File: src/hdl/bresenham_line_of_sight_unit_assert.svh
// ----------------------------------------------------------------------------
// bresenham line-of-sight unit assertion macros
// shared property shapes for the concurrent checks of the walk engine
// ----------------------------------------------------------------------------
`ifndef BRESENHAM_LINE_OF_SIGHT_UNIT_ASSERT_SVH
`define BRESENHAM_LINE_OF_SIGHT_UNIT_ASSERT_SVH

// same-cycle implication, checked outside reset
`define BLS_ASSERT_NOW(label, ante, cons, msg) \
    label: assert property (@(posedge aclk) disable iff (!aresetn) \
        (ante) |-> (cons)) else $error(msg);

// next-cycle implication, checked outside reset
`define BLS_ASSERT_NEXT(label, ante, cons, msg) \
    label: assert property (@(posedge aclk) disable iff (!aresetn) \
        (ante) |=> (cons)) else $error(msg);

`endif

File: src/hdl/bls_pkg.sv
// ----------------------------------------------------------------------------
// bls_pkg
// shared widths, command codes and step-unit structs of the line-of-sight unit
// ----------------------------------------------------------------------------
package bls_pkg;

    localparam int MAP_SIDE = 64;
    localparam int ROW_W    = $clog2(MAP_SIDE);
    localparam int COORD_W  = 6;
    localparam int ERR_W    = 8;

    localparam logic CMD_WRITE = 1'b0;
    localparam logic CMD_QUERY = 1'b1;

    typedef logic [COORD_W-1:0]       coord_t;
    typedef logic signed [ERR_W-1:0]  err_t;

    // operands of one bresenham step
    typedef struct packed {
        coord_t walk_x;
        coord_t walk_y;
        err_t   err;
        coord_t dx;      // |x1 - x0|
        coord_t dy_mag;  // |y1 - y0|, used as a negative term
        logic   sx_neg;  // step x downward
        logic   sy_neg;  // step y downward
    } step_in_t;

    // position and error after one step
    typedef struct packed {
        coord_t walk_x;
        coord_t walk_y;
        err_t   err;
    } step_out_t;

    function automatic logic tile_in_map(input coord_t x, input coord_t y);
        return ({1'b0, x} < (COORD_W+1)'(MAP_SIDE)) && ({1'b0, y} < (COORD_W+1)'(MAP_SIDE));
    endfunction

endpackage

File: src/hdl/bls_step_unit.sv
// ----------------------------------------------------------------------------
// bls_step_unit
// one bresenham step: error doubling, two compares, position and error update
// ----------------------------------------------------------------------------
module bls_step_unit (
    input  bls_pkg::step_in_t  step_in,
    output bls_pkg::step_out_t step_out
);
    import bls_pkg::*;

    logic signed [ERR_W:0] e2;
    logic signed [ERR_W:0] dx_s;
    logic signed [ERR_W:0] dy_s;
    logic signed [ERR_W:0] err_sum;
    logic                  take_x;
    logic                  take_y;

    assign dx_s   = $signed({{(ERR_W+1-COORD_W){1'b0}}, step_in.dx});
    assign dy_s   = -$signed({{(ERR_W+1-COORD_W){1'b0}}, step_in.dy_mag});
    assign e2     = {step_in.err, 1'b0};
    assign take_x = (e2 >= dy_s);
    assign take_y = (e2 <= dx_s);

    always_comb begin
        err_sum = {step_in.err[ERR_W-1], step_in.err};
        if (take_x) begin
            err_sum = err_sum + dy_s;
        end
        if (take_y) begin
            err_sum = err_sum + dx_s;
        end
    end

    // position wraps modulo 2**COORD_W
    always_comb begin
        step_out.walk_x = step_in.walk_x;
        step_out.walk_y = step_in.walk_y;
        if (take_x) begin
            step_out.walk_x = step_in.sx_neg ? step_in.walk_x - COORD_W'(1)
                                             : step_in.walk_x + COORD_W'(1);
        end
        if (take_y) begin
            step_out.walk_y = step_in.sy_neg ? step_in.walk_y - COORD_W'(1)
                                             : step_in.walk_y + COORD_W'(1);
        end
        step_out.err = err_sum[ERR_W-1:0];
    end

endmodule

File: config.mk
export PLATFORM = sky130hd
export DESIGN_NAME = bls_step_unit
export DESIGN_NICKNAME = d
export VERILOG_FILES = /design/src/hdl/bresenham_line_of_sight_unit_assert.svh /design/src/hdl/bls_pkg.sv /design/src/hdl/bls_step_unit.sv
export SDC_FILE = /design/constraint.sdc
export NUM_CORES = 1
export LEC_CHECK = 0
export ABC_CLOCK_PERIOD_IN_PS = 5400
export BUFFER_PORTS_ARGS = -buffer_cell sky130_fd_sc_hd__buf_2
export CAP_MARGIN = 20
export CORE_MARGIN = 5
export CORE_UTILIZATION = 50
export DETAILED_ROUTE_END_ITERATION = 8
export PLACE_DENSITY = 0.79
export RECOVER_POWER = 50
export SLEW_MARGIN = 20
export SYNTH_ARGS = -nofsm -noshare
export SYNTH_HDL_FRONTEND = slang
export SYNTH_SLANG_ARGS = --single-unit
File: constraint.sdc
create_clock -name vclk -period 5.4
set_input_delay 0.81 -clock vclk [all_inputs]
set_output_delay 0.81 -clock vclk [all_outputs]
set_load 0.05 [all_outputs]
After elaboration in Yosys (flattened, before gate mapping)
Index checks and enable logic that the tools add are counted. Widths: inputs -> output; s select.

Input bits: 34. Logic and storage cells: 15. Bits in registers: 0. Output and inout bits: 20.

Mux-type cells: 6. $add $sub $neg: 7. $lt $le $gt $ge: 2.

Operators by type and width (number): $mux 6 (4); $mux 8 (2); $add 6x1->6 const B (2); $sub 6x1->6 const B (2); $ge 9x9->1 (1); $le 9x7->1 (1); $neg 6->9 (1); $add 8x7->8 (1); $add 8x8->8 (1).

Longest topological paths before layout
Gate-level depths: netlist of run 1.

Word-level depth: 5. Gate-level depth with buffers: 20. Mapped depth without buffers: 20.

Worst setup path before layout of run 1
No wires, ideal clock.

Path type: input to output. From: input step_in[2] (netlist bit). To: output step_out[6] (netlist bit). Required time: 4.590 ns. Buffers on the path: 0. Slack: -0.158 ns. Cell stages on the path: 19. Arrival time: 4.748 ns. Cell sequence: inv_1 > ha_1 > nand2_1 > xor2_1 > inv_1 > ha_1 > a211oi_1 > nand2_1 > o2111ai_4 > nand2_4 > mux2_4 > ha_1 > fa_1 > a21o_1 > a21oi_1 > nor2b_1 > o21a_1 > o21ai_0 > xor2_1.

RTL lines: start: declaration (RTL line bls_step_unit.sv:6) `input bls_pkg::step_in_t step_in,`; end: declaration (RTL line bls_step_unit.sv:7) `output bls_pkg::step_out_t step_out`.

==> run_results.csv, run 1 <==
group,metric,value,unit
min_path,hp-class,"input port to output pin",
worst_setup_path,worstPathMaxFanout,2,
timing,worstMarginPinSlew,0.662,ns
cells_and_area,clockBufferCount,0,
drt,drt_iter0_drc,37,
cells_and_area,antenna_cells,0,
cells_and_area,layout.cells.non_filler,314,
cells_and_area,areaGrowthSynthToFinish,28.2,%
cells_and_area,nFlopsAndLatches,0,
cells_and_area,final_area,0.00212,mm^2
drt,route.vias.total,1621,
power,fin_total_pwr,0.000433,W
floorplanning,core-area,0.00310,mm^2
flow_run,drv_cap,0,
power,clockPowerShare,0,
global_routing,antenna_found_initial,0,
power,switchingPower,0.000271,W
yosys,synth_nets,285,
floorplanning,ios,54,
cells_and_area,final_layout_size_suffix_gt1_frac,0.322,
global_routing,grt_pass1_vias,1641,
timing,period_minus_slack,5.19,ns
yosys,yosysSeqAreaShare,0,
timing,setup_ws,0.210,ns
timing,final_max_slew_viol_count,0,
cells_and_area,finalNetCount,346,
global_routing,grt_overflow,0,
yosys,syn_avg_cell_area,7.82,um^2
drt,ant_nets,0,
yosys,synth.cell_area,0.00165,mm^2
clock_tree,cts_setup_buffers,0,
power,p_leak,1.08,nW
yosys,synthDistinctLibCells,40,
global_routing,grt_pass1_wl,6.45,mm
yosys,synth_top_area_frac,0.273,
floorplanning,dieArea,0.00455,mm^2
drt,drc,0,
worst_setup_path,cp_slowest_stage_delay,0.41,ns
placed_design,placedInstanceArea,0.00204,mm^2
yosys,synth_common_cells,"36 x ha_1, 27 x inv_1, 22 x xnor2_1",
power,p_int,0.000162,W
timing,min_period_over_period,0.961,
yosys,netlist_instances,211,
power,p_seq_frac,0,
drt,dr.pass1.iters,4,
power,ir_worst_vdd,116,uV
worst_setup_path,crit_buf_inv,4,
drt,routedWlPerCell,12.0,um
timing,fmaxAchievable,193,MHz
run_status,status,"finished clean",
power,p_sw_frac,0.625,
yosys,yosysWarnings,0,
timing,hold_viol,0,
timing,setup_violations,0,
floorplanning,die_h,67.5,um
placed_design,place_ws,-0.0958,ns
floorplanning,die_x,67.5,um
timing,maxSlewHeadroom,0.559,
global_routing,grt_usage,0.174,
floorplanning,start_util,0.532,
worst_setup_path,critPathLaunchType,"input port",
yosys,synth_top_area_cell,"ha_1",
placed_design,numPortBuffers,54,
worst_setup_path,critPathRequiredTime,4.59,ns
timing,rsz0062_at_grt,"no",
placed_design,placed_cells,314,
drt,routed_via_density,5.16,
worst_setup_path,worstSetupEndpointType,"output pin",
worst_setup_path,crit_family,"compound AO/OA/AOI/OAI gates",
placed_design,place_congestion,0.931,
worst_setup_path,cp_cell_sequence,"buf_2, inv_1, ha_4, nand2_2, xor2_2, inv_1, ha_1, a211oi_1, nand2_1, o2111ai_4, nand2_4, mux2_4, ha_1, fa_1, a21o_1, a21oi_2, nor2b_1, o21a_1, o21ai_2, xor2_2, buf_6",
drt,drt_wl_total,3.78,mm
worst_setup_path,cp_slowest_cell,"fa_1",
power,power_frac_comb,1.000,
worst_setup_path,crit_arrival,4.38,ns
floorplanning,rows,20,
timing,hold_slack,1.97,ns
worst_setup_path,critical_path_class,"input port to output pin",
power,pwr_density_cell,205,mW/mm^2
yosys,synth_most_common_cell,"ha_1",
cells_and_area,regArea,0,um^2
global_routing,grt_start_max_net_pins,20,
yosys,yosys-top-cells-area,"ha_1 27%, xnor2_1 12%, inv_1 6.1%",
placed_design,hpwl,3.36,mm
-- worst min-delay path, stage by stage --
cell and delay, ns:
buf_2 0.09, xnor2_1 0.06, buf_2 0.20
-- what timing repair did --
| item | in CTS | in global routing |
|---|---|---|
| cloned | 0 | 0 |
| pin swaps | 0 | 1 |
| hold buffers | 0 | 0 |
| endpoints found under the setup margin | 2 | 3 |
| resized for setup | 4 | 19 |
-- per-layer routing --
metal  wire (um)  part of all wire  vias up  global-route usage
met5           0                 0        -                   0
met4           0                 0        0              0.0253
met3         192             0.051        0              0.0216
met2        1880              0.50       35               0.331
met1        1710              0.45      729               0.209
li1            -                 -      857                   -
-- metrics by stage --
stage               TNS, ns  utilization
CTS                       0        0.659
detailed placement   -0.169        0.656
floorplan                 0            -
finish                    0        0.682
global placement          0        0.656
global route              0        0.682
-- cell type report --
type | instances | area [um^2]
Multi-Input combinational cell | 181 | 1620
Fill cell | 290 | 987
Timing Repair Buffer | 62 | 338
Inverter | 27 | 101
Tap cell | 44 | 55.1
-- power by group through the flow --
stage,sequential [W],clock (W),combinational (W)
floorplan,0,0,0.000322
global route,0,0,0.000471
CTS,0,0,0.000423
finish,0,0,0.000433
detailed placement,0,0,0.000417
global placement,0,0,0.000410
-- cell usage in the layout (no fill, tap or decap), types with 4 or more instances in the layout --
cell	synthesis	routed
inv_1	27	27
buf_4	0	7
nand2b_1	6	6
ha_1	36	34
fa_1	4	4
buf_2	3	42
nand2_1	9	8
a21o_1	9	9
xnor2_1	22	19
a21oi_1	19	18
mux2_2	8	8
nor2_1	20	17
clkbuf_1	0	10
-- kinds of logic after synthesis --
logic type | count (synthesis) | share of synthesized area
AND/OR/NAND/NOR | 52 | 0.164
AO/OA/AOI/OAI | 52 | 0.228
multiplexers | 10 | 0.0728
adder cells (fa/ha/maj) | 40 | 0.321
XOR/XNOR | 27 | 0.143
buffers and inverters | 30 | 0.0705
-- path summary, 6_finish.rpt --
path                   startpoint            to  cells after the start
worst min-delay path  step_in[33]  step_out[19]                      3
worst max-delay path   step_in[2]   step_out[6]                     21
(Power assumes the default switching activity.)
==> run 2: changes to the inputs <==
--- a/config.mk
+++ b/config.mk
@@ -5,13 +5,14 @@
 export SDC_FILE = /design/constraint.sdc
 export NUM_CORES = 1
 export LEC_CHECK = 0
+export ABC_AREA = 1
 export ABC_CLOCK_PERIOD_IN_PS = 5400
 export BUFFER_PORTS_ARGS = -buffer_cell sky130_fd_sc_hd__buf_2
 export CAP_MARGIN = 20
 export CORE_MARGIN = 5
 export CORE_UTILIZATION = 50
 export DETAILED_ROUTE_END_ITERATION = 8
-export PLACE_DENSITY = 0.79
+export PLACE_DENSITY = 0.78
 export RECOVER_POWER = 50
 export SLEW_MARGIN = 20
 export SYNTH_ARGS = -nofsm -noshare
==> run_results.csv, run 2 <==
group,metric,value,unit
run_status,status,"finished clean",
floorplanning,dieArea,0.00499,mm^2
timing,period_minus_slack,5.10,ns
timing,min_period_over_period,0.945,
worst_setup_path,crit_cells,25,
worst_setup_path,worstSetupEndpointType,"output pin",
clock_tree,postCtsHoldBufs,0,
worst_setup_path,crit_buf_inv,4,
timing,setup_violations,0,
cells_and_area,layout_commonest_cell,"nand2_1",
power,ir_worst_vdd,112,uV
min_path,hp-start,"step_in[33]",
yosys,synth.cell_area,0.00184,mm^2
placed_design,numPortBuffers,54,
cells_and_area,nFlopsAndLatches,0,
floorplanning,core-area,0.00361,mm^2
global_routing,grt_overflow,0,
power,fin_total_pwr,0.000390,W
power,pwr_density_cell,178,mW/mm^2
yosys,synth_most_common_cell,"nand2_1",
placed_design,placedInstanceArea,0.00214,mm^2
power,p_leak,1.31,nW
floorplanning,die_x,70.7,um
placed_design,hpwl,3.99,mm
drt,drc,0,
worst_setup_path,crit_arrival,4.29,ns
worst_setup_path,cp_common_cell,"nand2_1",
cells_and_area,regArea,0,um^2
cells_and_area,fillCellCount,382,
cells_and_area,multi_input_area,0.00163,mm^2
worst_setup_path,cp_slowest_stage_delay,0.42,ns
timing,hold_viol,0,
timing,fin_tns_setup,0,ns
yosys,synth_nets,381,
worst_setup_path,crit_family,"simple AND/OR/NAND/NOR gates",
yosys,syn_avg_cell_area,6.00,um^2
min_path,min_delay_worst_endpoint,"step_out[19]",
timing,maxSlewHeadroom,0.587,
yosys,yosys-top-cells-area,"ha_1 24%, nand2_1 18%, inv_1 11%",
floorplanning,rows,22,
placed_design,place_congestion,0.919,
drt,drt_wl_total,4.61,mm
drt,routed_via_density,4.97,
yosys,netlist_instances,307,
timing,worstMarginPinSlew,0.622,ns
global_routing,grt_pass1_vias,1816,
yosys,yosysWarnings,0,
min_path,hold_depth,4,
yosys,synth_top_area_frac,0.245,
cells_and_area,final_layout_size_suffix_gt1_frac,0.205,
floorplanning,die_h,70.7,um
cells_and_area,areaGrowthSynthToFinish,19.2,%
worst_setup_path,critPathLaunchType,"input port",
yosys,yosysSeqAreaShare,0,
worst_setup_path,critical_path_class,"input port to output pin",
cells_and_area,final_area,0.00219,mm^2
drt,route.vias.total,2034,
yosys,synth_top_area_cell,"ha_1",
drt,ant_nets,0,
drt,routedWlPerCell,11.3,um
worst_setup_path,cp_slowest_cell,"fa_1",
timing,fmaxAchievable,196,MHz
yosys,synth_common_cells,"89 x nand2_1, 54 x inv_1, 36 x ha_1",
drt,dr.pass1.iters,4,
worst_setup_path,critPathRequiredTime,4.59,ns
flow_run,drv_cap,0,
cells_and_area,antenna_cells,0,
min_path,hp-class,"input port to output pin",
floorplanning,start_util,0.510,
global_routing,grt_usage,0.176,
global_routing,antenna_found_initial,0,
cells_and_area,finalNetCount,437,
drt,drt_iter0_drc,65,
global_routing,grt_start_max_net_pins,19,
floorplanning,ios,54,
worst_setup_path,worstPathMaxFanout,15,
cells_and_area,clockBufferCount,0,
global_routing,grt_pass1_wl,7.67,mm
yosys,synthDistinctLibCells,29,
timing,final_max_slew_viol_count,0,
cells_and_area,final_cell_mix,"88 x nand2_1, 54 x inv_1, 45 x buf_2",
## run 2: changes by cell type in the layout (fill, tap and decap cells not counted), moves of 7 or more
cell / change
o21ai_0: +7
xnor2_1: -9
mux2_2: -8
nand3_1: +18
a21o_1: -9
inv_1: +27
nand2_1: +80
xor2_1: +7
## run 2: cell families after synthesis
group,count (synthesis),share of synthesized area
adders and majority gates,40,0.288
AOI/OAI and AO/OA,35,0.114
and+or+nand+nor,151,0.359
buffers and inverters,59,0.134
xor gates and xnor gates,22,0.105
## run 2: worst min-delay path, cell delays in order
cell and delay [ns]:
buf_2 0.11, nand2_1 0.06, nand2_1 0.04, buf_2 0.20
## run 2: area by class of cell
cell class | count | area share
multi-input combinational | 248 | 0.742
tap | 48 | 0.0274
inverter | 56 | 0.0969
timing repair buffer | 57 | 0.133
## run 2: through the flow
stage	instances	hold WS (ns)	worst slack (ns)	util
floorplan	307	1.89	0.244	-
global placement	407	1.99	0.335	0.595
detailed placement	407	2.01	0.231	0.595
CTS	407	2.01	0.198	0.595
global route	409	2.06	-0.0268	0.609
finish	409	2.03	0.297	0.609
## run 2: power breakdown
group	internal [W]	leakage, nW	switching, W
clock network	0	0	0
logic	0.000126	1.31	0.000264
registers	0	0	0
total	0.000126	1.31	0.000264
## run 2: metal layers
metal	GRT usage	part of all wire	wire, um	vias up
met2	0.313	0.48	2220	58
met5	0	0	0	-
met3	0.0156	0.060	277	0
met1	0.242	0.46	2110	883
li1	-	-	-	1093
met4	0.0125	0	0	0
## run 2: timing repair
item / in CTS / in global routing
gates resized for setup: 0 / 10
setup buffers: 0 / 2
setup endpoints to repair: 0 / 2
## run 2: worst max-delay path by stage
stage,start,slack [ns],end
after floorplan,step_in[2],0.24,step_out[6]
after global placement,step_in[2],0.34,step_out[6]
after detailed placement,step_in[2],0.23,step_out[6]
after CTS,step_in[2],0.20,step_out[6]
after global routing,step_in[2],-0.03,step_out[6]
final,step_in[2],0.30,step_out[6]
==> run 3: changes to the inputs <==
--- a/config.mk
+++ b/config.mk
@@ -6,7 +6,7 @@
 export NUM_CORES = 1
 export LEC_CHECK = 0
 export ABC_AREA = 1
-export ABC_CLOCK_PERIOD_IN_PS = 5400
+export ABC_CLOCK_PERIOD_IN_PS = 6600
 export BUFFER_PORTS_ARGS = -buffer_cell sky130_fd_sc_hd__buf_2
 export CAP_MARGIN = 20
 export CORE_MARGIN = 5
==> constraint.sdc (replaced) <==
create_clock -name vclk -period 6.6
set_input_delay 0.99 -clock vclk [all_inputs]
set_output_delay 0.99 -clock vclk [all_outputs]
set_load 0.05 [all_outputs]
==> run_results.csv, run 3 (same netlist as run 2, synthesis figures left out) <==
group,metric,value,unit
run_status,status,"finished clean",
timing,rsz0062_at_grt,"no",
global_routing,grt_usage,0.173,
drt,ant_nets,0,
cells_and_area,final_area,0.00213,mm^2
clock_tree,post_cts_resized,0,
floorplanning,ios,54,
worst_setup_path,cp_common_cell,"nand2_1",
worst_setup_path,crit_buf_inv,5,
timing,setup_ws,0.773,ns
worst_setup_path,crit_arrival,4.84,ns
timing,fin_tns_setup,0,ns
worst_setup_path,cp_cell_sequence,"buf_2, inv_1, ha_1, nand2_1, nor3_1, ha_1, nand2_1, inv_1, a21oi_2, nand4_1, nand2_1, inv_2, nand2_2, nand2_1, ha_1, fa_1, nand3_1, nand2_1, nand2_1, nand2_1, a21oi_1, nor2_1, xnor2_1, buf_2",
worst_setup_path,crit_family,"simple AND/OR/NAND/NOR gates",
placed_design,numPortBuffers,54,
floorplanning,core-area,0.00361,mm^2
worst_setup_path,cp_slowest_cell,"fa_1",
drt,route.vias.total,1995,
floorplanning,dieArea,0.00499,mm^2
cells_and_area,areaGrowthSynthToFinish,15.6,%
cells_and_area,regArea,0,um^2
clock_tree,postCtsHoldBufs,0,
worst_setup_path,critPathLaunchType,"input port",
worst_setup_path,worstSetupEndpointType,"output pin",
global_routing,antenna_found_initial,0,
cells_and_area,nFlopsAndLatches,0,
placed_design,place_ws,0.957,ns
placed_design,hpwl,3.90,mm
global_routing,grt_pass1_vias,1818,
timing,worstMarginPinSlew,0.634,ns
floorplanning,die_x,70.7,um
drt,drc,0,
floorplanning,die_h,70.7,um
worst_setup_path,critPathRequiredTime,5.61,ns
drt,routed_via_density,4.91,
min_path,hp-class,"input port to output pin",
timing,hold_slack,2.37,ns
drt,drt_wl_total,4.38,mm
placed_design,place_congestion,0.909,
global_routing,grt_start_max_net_pins,19,
global_routing,grt_overflow,0,
drt,routedWlPerCell,10.8,um
timing,fmaxAchievable,172,MHz
cells_and_area,final_cell_mix,"90 x nand2_1, 54 x inv_1, 49 x buf_2",
timing,min_period_over_period,0.883,
flow_run,drv_cap,0,
timing,maxSlewHeadroom,0.575,
worst_setup_path,critical_path_class,"input port to output pin",
power,pwr_density_cell,144,mW/mm^2
power,ir_worst_vdd,96.5,uV
drt,drt_iter0_drc,89,
power,p_leak,1.28,nW
cells_and_area,finalNetCount,434,
cells_and_area,antenna_cells,0,
timing,final_max_slew_viol_count,0,
cells_and_area,clockBufferCount,0,
min_path,hold_depth,3,
floorplanning,start_util,0.510,
global_routing,grt_pass1_wl,7.62,mm
cells_and_area,final_layout_size_suffix_gt1_frac,0.187,
cells_and_area,layout_commonest_cell,"nand2_1",
timing,setup_violations,0,
worst_setup_path,cp_slowest_stage_delay,0.40,ns
drt,dr.pass1.iters,4,
timing,period_minus_slack,5.83,ns
worst_setup_path,crit_cells,24,
clock_tree,cts_setup_buffers,0,
timing,hold_viol,0,
worst_setup_path,worstPathMaxFanout,15,
floorplanning,rows,22,
placed_design,placedInstanceArea,0.00214,mm^2
run 3: final timing paths:
| kind | from | endpoint | slack, ns |
|---|---|---|---|
| worst max-delay path | step_in[2] | step_out[6] | 0.77 |
| worst min-delay path | step_in[28] | step_out[14] | 2.37 |
run 3: metal layers:
metal / up-vias / GRT usage / routed length (um)
met4: 0 / 0.00626 / 0
met3: 0 / 0.0199 / 288
li1: 1083 / - / -
met1: 860 / 0.229 / 2000
met2: 52 / 0.317 / 2100
met5: - / 0 / 0
run 3: area by class of cell:
class / count / area (um^2)
Fill cell: 386 / 1480
Inverter: 56 / 211
Multi-Input combinational cell: 248 / 1590
Tap cell: 48 / 60.1
Timing Repair Buffer: 54 / 264
run 3: power by group:
| part | internal [W] | switching (W) |
|---|---|---|
| Combinational | 0.0000956 | 0.000211 |
| Sequential | 0 | 0 |
| Clock | 0 | 0 |
| Total | 0.0000956 | 0.000211 |
run 3: through the flow:
stage / power [W] / cells / utilization
floorplan: 0.000244 / 307 / -
global placement: 0.000308 / 406 / 0.593
detailed placement: 0.000310 / 406 / 0.593
CTS: 0.000311 / 406 / 0.593
global route: 0.000341 / 406 / 0.590
finish: 0.000307 / 406 / 0.590
